[src/sv/ece_pkg.sv]
`default_nettype none

package ece_pkg;

  // fixed-point layout
  localparam int FRAC_BITS = 16;
  localparam int IB        = 28;
  localparam int SH        = IB - FRAC_BITS;
  localparam int PH_W      = FRAC_BITS + 1;
  localparam int OUT_W     = FRAC_BITS + 2;
  localparam int FUNC_W    = 4;
  localparam int A_W       = IB + 2;
  localparam int B_W       = IB + 6;
  localparam int ACC_W     = IB + 10;
  localparam int IN_DW     = ((PH_W + 7) / 8) * 8;
  localparam int OUT_DW    = ((OUT_W + 7) / 8) * 8;

  typedef logic signed [A_W-1:0]   a_t;
  typedef logic signed [B_W-1:0]   b_t;
  typedef logic signed [ACC_W-1:0] q_t;
  typedef logic [PH_W-1:0]         ph_t;

  localparam ph_t ONE_P = {1'b1, {FRAC_BITS{1'b0}}};

  // rounding half for a Q.IB product
  localparam logic [A_W+B_W-1:0] PROD_HALF = (A_W + B_W)'(64'd1 << (IB - 1));

  // Q.IB constants, rounded to nearest
  localparam q_t UNIT    = q_t'(64'd1 << IB);
  localparam q_t K_QGAIN = q_t'(((64'd25 << IB) + 64'd8) / 64'd16);
  localparam q_t K_QTOP  = q_t'(((64'd9 << IB) + 64'd4) / 64'd8);
  localparam q_t K_QCURV = q_t'(((64'd25 << IB) + 64'd1) / 64'd2);
  localparam q_t K_CGAIN = q_t'(((64'd1953 << IB) + 64'd500) / 64'd1000);
  localparam q_t K_CTOP  = q_t'(((64'd19 << IB) + 64'd8) / 64'd16);
  localparam q_t K_CCURV = q_t'(((64'd75 << IB) + 64'd2) / 64'd4);
  localparam q_t K_RGAIN = q_t'(((64'd24414 << IB) + 64'd5000) / 64'd10000);
  localparam q_t K_MGAIN = q_t'(((64'd18519 << IB) + 64'd500) / 64'd1000);
  localparam q_t K_25    = q_t'(64'd25 << IB);
  localparam q_t K_125   = q_t'(((64'd5 << IB) + 64'd2) / 64'd4);
  localparam q_t K_0P9   = q_t'(((64'd9 << IB) + 64'd5) / 64'd10);
  localparam q_t K_0P1   = q_t'(((64'd1 << IB) + 64'd5) / 64'd10);
  localparam q_t K_HALF  = q_t'(64'd1 << (IB - 1));
  localparam q_t K_QTR   = q_t'(64'd1 << (IB - 2));
  localparam q_t K_N1    = q_t'(((64'd121 << IB) + 64'd8) / 64'd16);
  localparam q_t K_OFF1  = q_t'(((64'd6 << IB) + 64'd5) / 64'd11);
  localparam q_t K_OFF2  = q_t'(((64'd9 << IB) + 64'd5) / 64'd11);
  localparam q_t K_OFF3  = q_t'(((64'd21 << IB) + 64'd11) / 64'd22);
  localparam q_t K_LIFT1 = q_t'(((64'd3 << IB) + 64'd2) / 64'd4);
  localparam q_t K_LIFT2 = q_t'(((64'd15 << IB) + 64'd8) / 64'd16);
  localparam q_t K_LIFT3 = q_t'(((64'd63 << IB) + 64'd32) / 64'd64);

  // curve selector codes
  typedef enum logic [FUNC_W-1:0] {
    F_QUAD_IN, F_QUAD_OUT, F_QUAD_INOUT, F_QUAD_PUMP,
    F_CUBE_IN, F_CUBE_OUT, F_CUBE_INOUT, F_CUBE_PUMP, F_CUBE_PUMP_INOUT,
    F_QUART_IN, F_QUART_OUT, F_QUART_INOUT, F_QUART_PUMP,
    F_BOUNCE_IN, F_BOUNCE_OUT, F_BOUNCE_INOUT
  } func_t;

  // second multiplier operand
  typedef enum logic [1:0] {
    B2_UNIT, B2_OPND, B2_SQR
  } b2_sel_t;

  // per-item multiply/combine plan: v = base +/- ((opnd^2 * b2 * b3) << scl)
  typedef struct packed {
    a_t         opnd;
    b2_sel_t    b2_sel;
    b_t         b3;
    q_t         base;
    logic       sub;
    logic [1:0] scl;
    logic       extra;
  } dec_t;

endpackage

`default_nettype wire

[src/sv/ece_fmul.sv]
`default_nettype none

// sign-magnitude Q.IB multiply, rounded half away from zero
module ece_fmul (
  input  wire ece_pkg::a_t a_i,
  input  wire ece_pkg::b_t b_i,
  output ece_pkg::b_t      p_o
);

  logic [ece_pkg::A_W-1:0]             mag_a;
  logic [ece_pkg::B_W-1:0]             mag_b;
  logic [ece_pkg::A_W+ece_pkg::B_W-1:0] prod;
  logic [ece_pkg::A_W+ece_pkg::B_W-1:0] rnd;
  logic [ece_pkg::B_W-1:0]             mag_p;
  logic                                neg;

  // magnitudes and sign
  assign mag_a = a_i[ece_pkg::A_W-1] ? {ece_pkg::A_W{1'b0}} - a_i : a_i;
  assign mag_b = b_i[ece_pkg::B_W-1] ? {ece_pkg::B_W{1'b0}} - b_i : b_i;
  assign neg   = a_i[ece_pkg::A_W-1] ^ b_i[ece_pkg::B_W-1];

  // full product, round, drop fraction
  assign prod  = {{ece_pkg::B_W{1'b0}}, mag_a} * {{ece_pkg::A_W{1'b0}}, mag_b};
  assign rnd   = prod + ece_pkg::PROD_HALF;
  assign mag_p = rnd[ece_pkg::IB +: ece_pkg::B_W];

  assign p_o = neg ? {ece_pkg::B_W{1'b0}} - mag_p : mag_p;

endmodule

`default_nettype wire

[config.mk]
export PLATFORM = sky130hd
export DESIGN_NAME = ece_fmul
export DESIGN_NICKNAME = d
export VERILOG_FILES = /design/src/sv/ece_pkg.sv /design/src/sv/ece_fmul.sv
export SDC_FILE = /design/constraint.sdc
export NUM_CORES = 2
export LEC_CHECK = 0
export ABC_AREA = 0
export BUFFER_PORTS_ARGS = -buffer_cell sky130_fd_sc_hd__buf_2
export CAP_MARGIN = 10
export CELL_PAD_IN_SITES_DETAIL_PLACEMENT = 2
export CELL_PAD_IN_SITES_GLOBAL_PLACEMENT = 2
export CORE_MARGIN = 2
export CORE_UTILIZATION = 45
export DETAILED_ROUTE_END_ITERATION = 16
export GPL_TIMING_DRIVEN = 0
export PLACE_DENSITY_LB_ADDON = 0.1
export REMOVE_ABC_BUFFERS = 1
export SYNTH_ARGS = -nofsm -noshare
export SYNTH_HDL_FRONTEND = slang
export SYNTH_SLANG_ARGS = --single-unit
export TNS_END_PERCENT = 5
[constraint.sdc]
create_clock -name vclk -period 20.5
set_clock_uncertainty 0.15 [all_clocks]
set_input_delay 1.025 -clock vclk [all_inputs]
set_output_delay 1.025 -clock vclk [all_outputs]
set_load 0.005 [all_outputs]
==> flow_summary.toml <==
[clock_network]
postCtsSetupRepairBufs = 0
ctsResizeCount = 0
hold_buffers = 0

[timing]
relSlewSlack_pct = 0.933
slew_viol_final = 0
fin_crit_sh_pct = 86.2
max_freq_mhz = 56.6
final-setup-viol-count = 0
worst_slew_pin_slew_ns = 1.48
fin_crit_ns = 17.67
fin_tns_setup_ns = 0
finalHoldViolCount = 0
rsz0062_at_grt = "no"
setup_ws_ns = 2.83

[synth]
ys_warn_count = 0
syn_inst = 4136
syn_area_per_cell_um2 = 8.38
syn_area_mm2 = 0.0346
seq_area_frac_synth_pct = 0
ys_types = 69

[detailed_routing]
drc = 0
drtIter0Drc = 4823
first_pass_iters = 9
ant_nets = 0
via_count = 35800
routed_wl_um = 226000
vias_per_cell = 6.81
wl_per_cell_um = 43.0

[floorplan]
die_h_um = 281
rows = 101
start_util_pct = 45.5
die_w_um = 281
die_area_mm2 = 0.0792
coreArea_mm2 = 0.0761
ios = 98

[critical_path]
path_max_fanout = 18
cpMaxStageDelayCell = "clkinv_1"
start_kind = "input pin"
worstSetupPathType = "input pin to primary output"
cp-end-kind = "primary output"
cp_top_family = "adder cells"
crit_top_cell = "fa_1"
slowest_delay_ns = 1.02
required_ns = 19.33
crit_buf_inv = 6
cp.arrival_ns = 16.50
cp_num_cells = 31
crit_start = "b_i[0]"
cp-endpoint = "p_o[33]"

[placement]
io_buffer_count = 98
place.gp.congestion = 0.897
pre_cts_slack_ns = 4.21
dp_hpwl_um = 167000
dp.cells = 5197

[global_route]
grt_usage_pct = 56.1
overflow = 0
grt_max_degree = 39
grt_antenna_before_repair = 38
grt_pass1_vias = 41200
grt_pass1_wl_um = 305000

[layout]
fillers = 8300
clock_buffers = 0
final_cell_mix = "inv_1 (981), fa_1 (892), nand2_1 (756)"
final_nets = 5401
seq_cells = 0
stdcell_count = 5251
regArea_um2 = 0
syn_to_final_growth_pct = 11.8
final_layout_size_suffix_gt1_share_pct = 8.45
final_common_cell = "inv_1"

[job]
drv_cap = 1

[min_path]
hp-class = "input pin to primary output"

[outcome]
status = "complete, but fails checks"
violations = "max-capacitance violations"
kinds of logic (layout without fill, tap and decap cells):
kind of cell / Yosys count / after routing / share of synthesized area (%)
xor gates and xnor gates: 169 / 169 / 4.29
and+or+nand+nor: 1336 / 1336 / 16.0
buffers and inverters: 1172 / 1214 / 12.7
adders and majority gates: 1157 / 1157 / 61.1
muxes: 10 / 10 / 0.303
other: 0 / 43 / 0
AOI/OAI and AO/OA: 292 / 292 / 5.62
per-layer routing:
| layer | GRT usage, % | wire length (um) | part of all wire, % | vias up |
|---|---|---|---|---|
| met5 | 8.49 | 1020 | 0.45 | - |
| met4 | 58.5 | 32300 | 14 | 44 |
| met3 | 33.5 | 32300 | 14 | 2062 |
| met2 | 81.7 | 95100 | 42 | 3447 |
| met1 | 52.1 | 64900 | 29 | 17900 |
| li1 | - | - | - | 12300 |
metrics by stage:
step / util, % / hold slack [ns] / instance area [um^2]
3_3_place_gp: 46.9 / 3.00 / 35700
5_1_grt: 50.8 / 3.05 / 38700
3_5_place_dp: 50.6 / 3.08 / 38500
4_1_cts: 50.6 / 3.08 / 38500
6_report: 50.9 / 3.06 / 38700
2_1_floorplan: - / 2.27 / 33900
area by class of cell:
cell class	count	area, um^2	area share, %
multi-input combinational	2964	31200	80.5
inverter	982	3690	9.52
timing repair buffer	232	2480	6.40
tap	1030	1290	3.33
antenna	43	108	0.278
cells in the mapped netlist, drive strengths merged, types with 16 or more instances:
library cell	n	area, um^2
a21oi	75	375
and2	34	213
clkbuf	188	706
fa	892	17900
ha	265	3320
inv	981	3680
nand2	756	2840
nand3	23	115
nand4	25	156
nor2	391	1470
nor3	24	120
o211ai	16	120
o21ai	66	330
o31ai	21	158
or4	17	131
xnor2	100	876
xor2	69	612
how the worst min path moves through the flow:
stage | slack [ns] | cells after the start | end | start
after floorplan | 2.27 | 3 | p_o[1] | b_i[33]
after global placement | 3.00 | 5 | p_o[12] | a_i[29]
after detailed placement | 3.08 | 5 | p_o[1] | a_i[29]
after CTS | 3.08 | 5 | p_o[1] | a_i[29]
after global routing | 3.05 | 4 | p_o[1] | a_i[29]
final | 3.06 | 4 | p_o[1] | a_i[29]
