File: src/sv/ece_pkg.sv
`default_nettype none

package ece_pkg;

  // fixed-point layout
  localparam int FRAC_BITS = 16;
  localparam int IB        = 28;
  localparam int SH        = IB - FRAC_BITS;
  localparam int PH_W      = FRAC_BITS + 1;
  localparam int OUT_W     = FRAC_BITS + 2;
  localparam int FUNC_W    = 4;
  localparam int A_W       = IB + 2;
  localparam int B_W       = IB + 6;
  localparam int ACC_W     = IB + 10;
  localparam int IN_DW     = ((PH_W + 7) / 8) * 8;
  localparam int OUT_DW    = ((OUT_W + 7) / 8) * 8;

  typedef logic signed [A_W-1:0]   a_t;
  typedef logic signed [B_W-1:0]   b_t;
  typedef logic signed [ACC_W-1:0] q_t;
  typedef logic [PH_W-1:0]         ph_t;

  localparam ph_t ONE_P = {1'b1, {FRAC_BITS{1'b0}}};

  // rounding half for a Q.IB product
  localparam logic [A_W+B_W-1:0] PROD_HALF = (A_W + B_W)'(64'd1 << (IB - 1));

  // Q.IB constants, rounded to nearest
  localparam q_t UNIT    = q_t'(64'd1 << IB);
  localparam q_t K_QGAIN = q_t'(((64'd25 << IB) + 64'd8) / 64'd16);
  localparam q_t K_QTOP  = q_t'(((64'd9 << IB) + 64'd4) / 64'd8);
  localparam q_t K_QCURV = q_t'(((64'd25 << IB) + 64'd1) / 64'd2);
  localparam q_t K_CGAIN = q_t'(((64'd1953 << IB) + 64'd500) / 64'd1000);
  localparam q_t K_CTOP  = q_t'(((64'd19 << IB) + 64'd8) / 64'd16);
  localparam q_t K_CCURV = q_t'(((64'd75 << IB) + 64'd2) / 64'd4);
  localparam q_t K_RGAIN = q_t'(((64'd24414 << IB) + 64'd5000) / 64'd10000);
  localparam q_t K_MGAIN = q_t'(((64'd18519 << IB) + 64'd500) / 64'd1000);
  localparam q_t K_25    = q_t'(64'd25 << IB);
  localparam q_t K_125   = q_t'(((64'd5 << IB) + 64'd2) / 64'd4);
  localparam q_t K_0P9   = q_t'(((64'd9 << IB) + 64'd5) / 64'd10);
  localparam q_t K_0P1   = q_t'(((64'd1 << IB) + 64'd5) / 64'd10);
  localparam q_t K_HALF  = q_t'(64'd1 << (IB - 1));
  localparam q_t K_QTR   = q_t'(64'd1 << (IB - 2));
  localparam q_t K_N1    = q_t'(((64'd121 << IB) + 64'd8) / 64'd16);
  localparam q_t K_OFF1  = q_t'(((64'd6 << IB) + 64'd5) / 64'd11);
  localparam q_t K_OFF2  = q_t'(((64'd9 << IB) + 64'd5) / 64'd11);
  localparam q_t K_OFF3  = q_t'(((64'd21 << IB) + 64'd11) / 64'd22);
  localparam q_t K_LIFT1 = q_t'(((64'd3 << IB) + 64'd2) / 64'd4);
  localparam q_t K_LIFT2 = q_t'(((64'd15 << IB) + 64'd8) / 64'd16);
  localparam q_t K_LIFT3 = q_t'(((64'd63 << IB) + 64'd32) / 64'd64);

  // curve selector codes
  typedef enum logic [FUNC_W-1:0] {
    F_QUAD_IN, F_QUAD_OUT, F_QUAD_INOUT, F_QUAD_PUMP,
    F_CUBE_IN, F_CUBE_OUT, F_CUBE_INOUT, F_CUBE_PUMP, F_CUBE_PUMP_INOUT,
    F_QUART_IN, F_QUART_OUT, F_QUART_INOUT, F_QUART_PUMP,
    F_BOUNCE_IN, F_BOUNCE_OUT, F_BOUNCE_INOUT
  } func_t;

  // second multiplier operand
  typedef enum logic [1:0] {
    B2_UNIT, B2_OPND, B2_SQR
  } b2_sel_t;

  // per-item multiply/combine plan: v = base +/- ((opnd^2 * b2 * b3) << scl)
  typedef struct packed {
    a_t         opnd;
    b2_sel_t    b2_sel;
    b_t         b3;
    q_t         base;
    logic       sub;
    logic [1:0] scl;
    logic       extra;
  } dec_t;

endpackage

`default_nettype wire

File: src/sv/ece_decode.sv
`default_nettype none

// phase saturation, branch selection and operand setup for one item
module ece_decode (
  input  wire [ece_pkg::FUNC_W-1:0] func_i,
  input  wire ece_pkg::ph_t         phase_i,
  output ece_pkg::dec_t             dec_o
);

  ece_pkg::ph_t         p;
  ece_pkg::a_t          x;
  ece_pkg::a_t          r;
  ece_pkg::a_t          n09;
  ece_pkg::a_t          n01;
  ece_pkg::a_t          n05;
  ece_pkg::a_t          bnc;
  ece_pkg::q_t          lift;
  ece_pkg::q_t          off;
  ece_pkg::ph_t         u;
  logic [ece_pkg::PH_W:0]   p2;
  logic [ece_pkg::PH_W:0]   one2;
  logic [ece_pkg::PH_W+2:0] p5;
  logic [ece_pkg::PH_W+2:0] one5;
  logic [ece_pkg::PH_W+3:0] u11;
  logic [ece_pkg::PH_W+3:0] one11;
  logic                 low_half;
  logic                 upto8;
  logic                 le02;
  logic                 ge08;
  ece_pkg::func_t       fsel;

  assign fsel = ece_pkg::func_t'(func_i);

  // saturate phase and form the Q.IB operands
  always_comb begin
    p   = (phase_i > ece_pkg::ONE_P) ? ece_pkg::ONE_P : phase_i;
    x   = ece_pkg::a_t'({1'b0, p, {ece_pkg::SH{1'b0}}});
    r   = ece_pkg::a_t'(ece_pkg::UNIT) - x;
    n09 = ece_pkg::a_t'(ece_pkg::K_0P9) - x;
    n01 = ece_pkg::a_t'(ece_pkg::K_0P1) - x;
    n05 = ece_pkg::a_t'(ece_pkg::K_HALF) - x;
  end

  // exact threshold compares on the integer phase
  always_comb begin
    p2       = {p, 1'b0};
    one2     = {1'b0, ece_pkg::ONE_P};
    p5       = ({3'b000, p} << 2) + {3'b000, p};
    one5     = {3'b000, ece_pkg::ONE_P};
    low_half = p2 < one2;
    upto8    = p5 <= (one5 << 2);
    le02     = p5 <= one5;
    ge08     = p5 >= (one5 << 2);
  end

  // bounce argument and parabola segment
  always_comb begin
    case (fsel)
      ece_pkg::F_BOUNCE_IN:  u = ece_pkg::ONE_P - p;
      ece_pkg::F_BOUNCE_OUT: u = p;
      default: begin
        if (low_half) begin
          u = ece_pkg::ph_t'(one2 - p2);
        end else begin
          u = ece_pkg::ph_t'(p2 - one2);
        end
      end
    endcase
    u11   = ({4'b0000, u} << 3) + ({4'b0000, u} << 1) + {4'b0000, u};
    one11 = {4'b0000, ece_pkg::ONE_P};
    if (u11 < (one11 << 2)) begin
      off  = '0;
      lift = '0;
    end else if (u11 < (one11 << 3)) begin
      off  = ece_pkg::K_OFF1;
      lift = ece_pkg::K_LIFT1;
    end else if (u11 < ((one11 << 3) + (one11 << 1))) begin
      off  = ece_pkg::K_OFF2;
      lift = ece_pkg::K_LIFT2;
    end else begin
      off  = ece_pkg::K_OFF3;
      lift = ece_pkg::K_LIFT3;
    end
    bnc = ece_pkg::a_t'({1'b0, u, {ece_pkg::SH{1'b0}}}) - ece_pkg::a_t'(off);
  end

  // per-curve plan
  always_comb begin
    dec_o.opnd   = x;
    dec_o.b2_sel = ece_pkg::B2_UNIT;
    dec_o.b3     = ece_pkg::b_t'(ece_pkg::UNIT);
    dec_o.base   = '0;
    dec_o.sub    = 1'b0;
    dec_o.scl    = 2'd0;
    dec_o.extra  = 1'b0;
    case (fsel)
      ece_pkg::F_QUAD_IN: begin
      end
      ece_pkg::F_QUAD_OUT: begin
        dec_o.opnd = r;
        dec_o.base = ece_pkg::UNIT;
        dec_o.sub  = 1'b1;
      end
      ece_pkg::F_QUAD_INOUT: begin
        dec_o.scl = 2'd1;
        if (!low_half) begin
          dec_o.opnd = r;
          dec_o.base = ece_pkg::UNIT;
          dec_o.sub  = 1'b1;
        end
      end
      ece_pkg::F_QUAD_PUMP: begin
        if (upto8) begin
          dec_o.b3 = ece_pkg::b_t'(ece_pkg::K_QGAIN);
        end else begin
          dec_o.opnd = n09;
          dec_o.b3   = ece_pkg::b_t'(ece_pkg::K_QCURV);
          dec_o.base = ece_pkg::K_QTOP;
          dec_o.sub  = 1'b1;
        end
      end
      ece_pkg::F_CUBE_IN: begin
        dec_o.b2_sel = ece_pkg::B2_OPND;
      end
      ece_pkg::F_CUBE_OUT: begin
        dec_o.b2_sel = ece_pkg::B2_OPND;
        dec_o.opnd   = r;
        dec_o.base   = ece_pkg::UNIT;
        dec_o.sub    = 1'b1;
      end
      ece_pkg::F_CUBE_INOUT: begin
        dec_o.b2_sel = ece_pkg::B2_OPND;
        dec_o.scl    = 2'd2;
        if (!low_half) begin
          dec_o.opnd = r;
          dec_o.base = ece_pkg::UNIT;
          dec_o.sub  = 1'b1;
        end
      end
      ece_pkg::F_CUBE_PUMP: begin
        if (upto8) begin
          dec_o.b2_sel = ece_pkg::B2_OPND;
          dec_o.b3     = ece_pkg::b_t'(ece_pkg::K_CGAIN);
        end else begin
          dec_o.opnd = n09;
          dec_o.b3   = ece_pkg::b_t'(ece_pkg::K_CCURV);
          dec_o.base = ece_pkg::K_CTOP;
          dec_o.sub  = 1'b1;
        end
      end
      ece_pkg::F_CUBE_PUMP_INOUT: begin
        if (le02) begin
          dec_o.opnd = n01;
          dec_o.b3   = ece_pkg::b_t'(ece_pkg::K_25);
          dec_o.base = '0 - ece_pkg::K_QTR;
        end else if (ge08) begin
          dec_o.opnd = n09;
          dec_o.b3   = ece_pkg::b_t'(ece_pkg::K_25);
          dec_o.base = ece_pkg::K_125;
          dec_o.sub  = 1'b1;
        end else begin
          dec_o.opnd   = n05;
          dec_o.b2_sel = ece_pkg::B2_OPND;
          dec_o.b3     = ece_pkg::b_t'(ece_pkg::K_MGAIN);
          dec_o.base   = ece_pkg::K_HALF;
          dec_o.sub    = 1'b1;
        end
      end
      ece_pkg::F_QUART_IN: begin
        dec_o.b2_sel = ece_pkg::B2_SQR;
      end
      ece_pkg::F_QUART_OUT: begin
        dec_o.b2_sel = ece_pkg::B2_SQR;
        dec_o.opnd   = r;
        dec_o.base   = ece_pkg::UNIT;
        dec_o.sub    = 1'b1;
      end
      ece_pkg::F_QUART_INOUT: begin
        dec_o.b2_sel = ece_pkg::B2_SQR;
        dec_o.scl    = 2'd3;
        if (!low_half) begin
          dec_o.opnd = r;
          dec_o.base = ece_pkg::UNIT;
          dec_o.sub  = 1'b1;
        end
      end
      ece_pkg::F_QUART_PUMP: begin
        if (upto8) begin
          dec_o.b2_sel = ece_pkg::B2_SQR;
          dec_o.b3     = ece_pkg::b_t'(ece_pkg::K_RGAIN);
        end else begin
          dec_o.opnd = n09;
          dec_o.b3   = ece_pkg::b_t'(ece_pkg::K_25);
          dec_o.base = ece_pkg::K_125;
          dec_o.sub  = 1'b1;
        end
      end
      ece_pkg::F_BOUNCE_IN: begin
        dec_o.opnd = bnc;
        dec_o.b3   = ece_pkg::b_t'(ece_pkg::K_N1);
        dec_o.base = ece_pkg::UNIT - lift;
        dec_o.sub  = 1'b1;
      end
      ece_pkg::F_BOUNCE_OUT: begin
        dec_o.opnd = bnc;
        dec_o.b3   = ece_pkg::b_t'(ece_pkg::K_N1);
        dec_o.base = lift;
      end
      default: begin
        // bounce in-out: result halved in the output rounding
        dec_o.opnd  = bnc;
        dec_o.b3    = ece_pkg::b_t'(ece_pkg::K_N1);
        dec_o.extra = 1'b1;
        if (low_half) begin
          dec_o.base = ece_pkg::UNIT - lift;
          dec_o.sub  = 1'b1;
        end else begin
          dec_o.base = ece_pkg::UNIT + lift;
        end
      end
    endcase
  end

endmodule

`default_nettype wire

File: config.mk
export PLATFORM = sky130hd
export DESIGN_NAME = ece_decode
export DESIGN_NICKNAME = d
export VERILOG_FILES = /design/src/sv/ece_pkg.sv /design/src/sv/ece_decode.sv
export SDC_FILE = /design/constraint.sdc
export NUM_CORES = 1
export LEC_CHECK = 0
export ABC_AREA = 1
export BUFFER_PORTS_ARGS = -buffer_cell sky130_fd_sc_hd__buf_2
export CAP_MARGIN = 10
export CORE_ASPECT_RATIO = 2
export CORE_MARGIN = 4
export CORE_UTILIZATION = 60
export DETAILED_ROUTE_END_ITERATION = 8
export GPL_TIMING_DRIVEN = 0
export PLACE_DENSITY = 0.82
export REMOVE_ABC_BUFFERS = 1
export SLEW_MARGIN = 40
export SYNTH_ARGS = -nofsm -noshare
export SYNTH_HDL_FRONTEND = slang
export SYNTH_SLANG_ARGS = --single-unit
File: constraint.sdc
create_clock -name vclk -period 7.88
set_input_delay 0 -clock vclk [all_inputs]
set_output_delay 0 -clock vclk [all_outputs]
set_load 0.02 [all_outputs]
==> results.py, run 1 <==
metrics = {
    "timing": {
        "finalCriticalPeriod_ps": 7570,
        "maxClockFrequency_mhz": 132,
        "max_slew_headroom_pct": 47.7,
        "final.period_utilization_pct": 96.1,
        "tightest_slew_ps": 779,
        "final-max-slew-violation-count": 0,
        "hold_viol_final": 0,
        "finalSetupViolations": 0,
    },
    "die": {
        "pin_count": 129,
        "die_w_um": 87.4,
        "floorplan_die_area_mm2": 0.0146,
        "core_mm2": 0.0123,
        "die_h_um": 167,
        "initial_standard_cell_utilization_of_the_core_pct": 61.6,
        "fp-row-count": 57,
    },
    "grt": {
        "grt_antenna_before_repair": 0,
        "grt_util_all_layers_pct": 42.4,
        "grt_start_max_net_pins": 46,
        "grt_pass1_wl_mm": 49.3,
        "grt_remaining_overflow": 0,
        "grt_pass1_vias": 9817,
    },
    "power_and_ir_drop": {
        "vdd_ir_drop_max_mv": 0.118,
        "total_leakage_power_nw": 4.69,
        "power.density_mw_per_mm2": 158,
    },
    "cells_and_area": {
        "finalNetCount": 1604,
        "areaGrowthSynthToFinish_pct": 9.39,
        "fillerInstances": 1290,
        "multiInputGateArea_mm2": 0.00653,
        "layout.clock_buffers": 0,
        "final_core_util_pct": 67.4,
        "design_area_mm2": 0.00827,
        "area_used_by_sequential_logic_in_the_layout_um2": 0,
        "drive_above_1_share_pct": 15.0,
        "diodes": 0,
        "numSequentialCells": 0,
    },
    "setup_path": {
        "cp_slowest_stage_delay_ps": 420,
        "crit_slowest_cell": "sky130_fd_sc_hd__fa_1",
        "critical_path_peak_fanout": 15,
        "timing.critical_path.arrival_ps": 7570,
        "crit_path_end_kind": "output port",
        "critical_path_class": "in -> out",
        "crit_top_cell": "sky130_fd_sc_hd__nand2_1",
        "start_kind": "input pin",
        "critPathRequiredTime_ps": 7880,
    },
    "hold_path": {
        "holdCritStartpoint": "func_i[2]",
        "timing.hold.worst.class": "in -> out",
        "worst_hold_path.num_cells": 4,
        "hold_path_end": "dec_o[76]",
    },
    "placement": {
        "hpwl_mm": 25.5,
        "place.gp.congestion": 1.10,
        "area_post_placement_mm2": 0.00786,
        "port_buffers": 104,
    },
    "yosys": {
        "post_synth_instance_area_mm2": 0.00756,
        "synth.yosys.warnings": 0,
        "synthDistinctLibCells": 49,
        "synth-seq-area-share_pct": 0,
        "synthCells": 1454,
        "syn_avg_cell_area_um2": 5.20,
    },
    "clock_tree": {
        "cts_hold_buf": 0,
    },
    "flow_run": {
        "max_cap_viol_count": 0,
    },
    "route": {
        "num_vias": 10400,
        "postRouteWirelength_mm": 32.3,
        "detail-route-antenna-nets": 0,
        "routedWlPerCell_um": 19.4,
        "avgViaCountPerCell": 6.27,
        "drt_drc_violations_left": 0,
        "drt-initial-drc-count": 976,
        "drt_pass1_iterations": 6,
    },
    "outcome": {
        "outcome": "complete, no violations",
    },
}
## worst max-delay path, delay by kind of cell
kind / cells / cell delay [ps]
xor+xnor: 1 / 170
compound gates: 11 / 1880
buf+inv: 13 / 1690
fa+ha+maj: 4 / 1310
simple gates: 20 / 2510
## what timing repair did
item,CTS,global route
pin swaps,0,7
buffers inserted,2,14
setup endpoints to repair,15,15
gates resized for setup,25,35
hold endpoints to repair,0,0
gates cloned,0,1
## metal layers
layer	GRT usage [%]	wire length (µm)	up-vias
met3	6.03	2630	284
met5	0	0	-
met1	41.6	9860	4612
met2	74.4	16000	687
met4	35.7	3760	0
li1	-	-	4839
## cell usage after synthesis, types with 11 or more instances
library cell / number / area (µm²)
sky130_fd_sc_hd__xor2_1: 31 / 272
sky130_fd_sc_hd__o211ai_1: 11 / 82.6
sky130_fd_sc_hd__nand3_1: 152 / 761
sky130_fd_sc_hd__o21ai_1: 13 / 65.1
sky130_fd_sc_hd__clkbuf_1: 18 / 67.6
sky130_fd_sc_hd__inv_1: 204 / 766
sky130_fd_sc_hd__ha_1: 56 / 701
sky130_fd_sc_hd__o22ai_1: 14 / 87.6
sky130_fd_sc_hd__nor3_1: 13 / 65.1
sky130_fd_sc_hd__buf_4: 55 / 413
sky130_fd_sc_hd__o21ai_0: 84 / 420
sky130_fd_sc_hd__nand4_1: 32 / 200
sky130_fd_sc_hd__a21oi_1: 80 / 400
sky130_fd_sc_hd__inv_2: 17 / 63.8
sky130_fd_sc_hd__nand2_1: 392 / 1470
sky130_fd_sc_hd__nand2_2: 11 / 68.8
sky130_fd_sc_hd__nor2_1: 146 / 548
## worst max-delay path by stage
stage	startpoint	end	slack (ps)	depth (start not counted)
after floorplan	phase_i[8]	dec_o[106]	1370	44
after CTS	phase_i[12]	dec_o[106]	80	46
after global placement	phase_i[16]	dec_o[106]	-1250	30
after global routing	phase_i[4]	dec_o[106]	-70	47
after detailed placement	phase_i[12]	dec_o[106]	-1090	47
final	phase_i[12]	dec_o[106]	310	49
## metrics by stage
step	power (mW)	setup TNS, ps	instances	setup WS (ps)	hold WS (ps)
finish	1.31	0	1662	308	450
global placement	1.16	-10820	1643	-1250	443
global route	1.42	-73.2	1662	-73.2	477
CTS	1.21	0	1647	84.8	445
detailed placement	1.18	-7860	1645	-1090	445
floorplan	0.845	0	1392	1370	246
## cell usage in the layout (no fill, tap or decap), drive strengths merged, types with 4 or more instances in the layout
cell,count
buf,120
nand2,411
a31oi,10
clkinv,8
nand3,159
ha,56
a221oi,7
a21oi,84
nor3,13
xnor2,4
a21o,6
inv,220
xor2,31
o221ai,10
o22ai,14
fa,10
nor4,5
nor2,155
conb,25
o21ai,100
nand4,33
o211ai,12
o31ai,4
## where the power goes
group | leakage [nW] | switching (mW) | internal, mW
clock network | 0 | 0 | 0
registers | 0 | 0 | 0
logic | 4.69 | 0.896 | 0.410
## kinds of logic after synthesis
group	after synthesis	synth area share [%]
adder cells (fa/ha/maj)	66	11.9
other	1	0.0496
XOR/XNOR	35	4.06
AO/OA/AOI/OAI	258	20.0
buffers and inverters	315	18.9
AND/OR/NAND/NOR	779	45.1
## area by class of cell
class / count / share of cell area (%)
Inverter: 229 / 10.5
Multi-Input combinational cell: 1164 / 79.0
Tap cell: 147 / 2.23
Timing Repair Buffer: 122 / 8.23
(Power assumes the default switching activity.)
==> run 2, diff against run 1 <==
==> constraint.sdc (replaced) <==
create_clock -name vclk -period 9.42
set_input_delay 0 -clock vclk [all_inputs]
set_output_delay 0 -clock vclk [all_outputs]
set_load 0.02 [all_outputs]
==> results.py, run 2 (synthesis results as in run 1) <==
metrics = {
    "route": {
        "num_vias": 10300,
        "drt_drc_violations_left": 0,
        "drt_pass1_iterations": 7,
        "postRouteWirelength_mm": 31.9,
        "detail-route-antenna-nets": 0,
        "routedWlPerCell_um": 19.4,
        "avgViaCountPerCell": 6.25,
        "drt-initial-drc-count": 920,
    },
    "setup_path": {
        "critical_path_class": "in -> out",
        "end_point_of_the_critical_path": "dec_o[106]",
        "crit_top_cell": "sky130_fd_sc_hd__nand2_1",
        "worstSetupStartpoint": "phase_i[14]",
        "critPathRequiredTime_ps": 9420,
        "cp_slowest_stage_delay_ps": 520,
        "crit_path_end_kind": "output port",
        "timing.critical_path.arrival_ps": 8920,
        "critical_path_peak_fanout": 30,
        "crit_slowest_cell": "sky130_fd_sc_hd__ha_1",
        "start_kind": "input pin",
    },
    "timing": {
        "finalCriticalPeriod_ps": 8920,
        "unrepaired_setup_endpoints_after_global_routing": "false",
        "finalSetupViolations": 0,
        "tightest_slew_ps": 802,
        "final-max-slew-violation-count": 0,
        "max_slew_headroom_pct": 45.2,
        "totalNegativeSetupSlack_ps": 0,
        "maxClockFrequency_mhz": 112,
        "final.period_utilization_pct": 94.7,
        "hold_viol_final": 0,
    },
    "clock_tree": {
        "post_cts_resize_count": 0,
        "postCtsSetupBuffers": 0,
        "cts_hold_buf": 0,
    },
    "flow_run": {
        "max_cap_viol_count": 0,
    },
    "cells_and_area": {
        "finalNetCount": 1587,
        "diodes": 0,
        "design_area_mm2": 0.00789,
        "drive_above_1_share_pct": 12.0,
        "areaGrowthSynthToFinish_pct": 4.42,
        "final_core_util_pct": 64.3,
        "numSequentialCells": 0,
        "layout.clock_buffers": 0,
        "mostFrequentLayoutCell": "sky130_fd_sc_hd__nand2_1",
        "layout_common_cells": "sky130_fd_sc_hd__nand2_1 (392), sky130_fd_sc_hd__inv_1 (204), sky130_fd_sc_hd__nand3_1 (151), sky130_fd_sc_hd__nor2_1 (140), sky130_fd_sc_hd__buf_2 (104)",
        "area_used_by_sequential_logic_in_the_layout_um2": 0,
    },
    "hold_path": {
        "timing.hold.worst.class": "in -> out",
        "holdCritStartpoint": "func_i[2]",
    },
    "die": {
        "fp-row-count": 57,
        "initial_standard_cell_utilization_of_the_core_pct": 61.6,
        "floorplan_die_area_mm2": 0.0146,
        "die_h_um": 167,
        "pin_count": 129,
        "die_w_um": 87.4,
        "core_mm2": 0.0123,
    },
    "grt": {
        "grt_antenna_before_repair": 1,
        "grt_pass1_wl_mm": 49.1,
        "grt_remaining_overflow": 0,
        "grt_util_all_layers_pct": 42.3,
        "grt_pass1_vias": 9721,
        "grt_start_max_net_pins": 46,
    },
    "power_and_ir_drop": {
        "comb_power_share_pct": 100.0,
        "clock_network_power_share_pct": 0,
        "power_frac_seq_pct": 0,
        "p_int_mw": 0.309,
        "p_sw_mw": 0.720,
        "power.density_mw_per_mm2": 130,
        "total_leakage_power_nw": 4.57,
        "pnr_total_power_mw": 1.03,
        "net_sw_share_pct": 69.9,
        "vdd_ir_drop_max_mv": 0.0989,
    },
    "placement": {
        "hpwl_mm": 25.5,
        "place.gp.congestion": 1.10,
        "area_post_placement_mm2": 0.00786,
        "port_buffers": 104,
    },
    "outcome": {
        "outcome": "complete, no violations",
    },
}
run 2: cell count changes in the layout (fill, tap and decap cells not counted), moves of 4 or more:
cell and delta:
sky130_fd_sc_hd__ha_1 +4, sky130_fd_sc_hd__o21ai_0 +4, sky130_fd_sc_hd__nand2_1 +6, sky130_fd_sc_hd__buf_4 -16, sky130_fd_sc_hd__nor2_4 -4
run 2: worst max-delay path, delay by kind of cell:
| kind | cells | cell delay (ps) |
|---|---|---|
| and+or+nand+nor | 21 | 3210 |
| AOI/OAI and AO/OA | 13 | 2780 |
| xor gates and xnor gates | 3 | 600 |
| buffers and inverters | 7 | 1010 |
| adders and majority gates | 4 | 1310 |
run 2: power by group through the flow:
stage               clock, mW  sequential [mW]  combinational [mW]
global placement            0                0               0.971
finish                      0                0                1.03
global route                0                0                1.13
floorplan                   0                0               0.707
detailed placement          0                0               0.989
CTS                         0                0               0.993
run 2: layer usage:
layer / part of all wire, % / up-vias / GRT usage (%)
met2: 50 / 662 / 74.2
met3: 8.6 / 261 / 7.17
li1: - / 4804 / -
met1: 30 / 4547 / 41.1
met5: 0.025 / - / 0
met4: 11 / 2 / 35.4
run 2: per-stage QoR:
step / std cells / hold slack [ps] / setup WS, ps
after floorplan: 1392 / 246 / 2910
after global placement: 1643 / 443 / 289
after detailed placement: 1645 / 445 / 448
after CTS: 1645 / 445 / 441
after global routing: 1645 / 477 / 28.1
final: 1645 / 447 / 498
run 2: area by class of cell:
type / instances / area (µm²)
fill: 1345 / 4380
inverter: 229 / 861
multi-input combinational: 1163 / 6290
timing repair buffer: 106 / 556
tap: 147 / 184
run 2: worst min path at each step:
stage | end | slack, ps | cells after the start
after floorplan | dec_o[28] | 250 | 2
after global placement | dec_o[76] | 440 | 4
after detailed placement | dec_o[76] | 440 | 4
after CTS | dec_o[76] | 450 | 4
after global routing | dec_o[76] | 480 | 4
final | dec_o[76] | 450 | 4
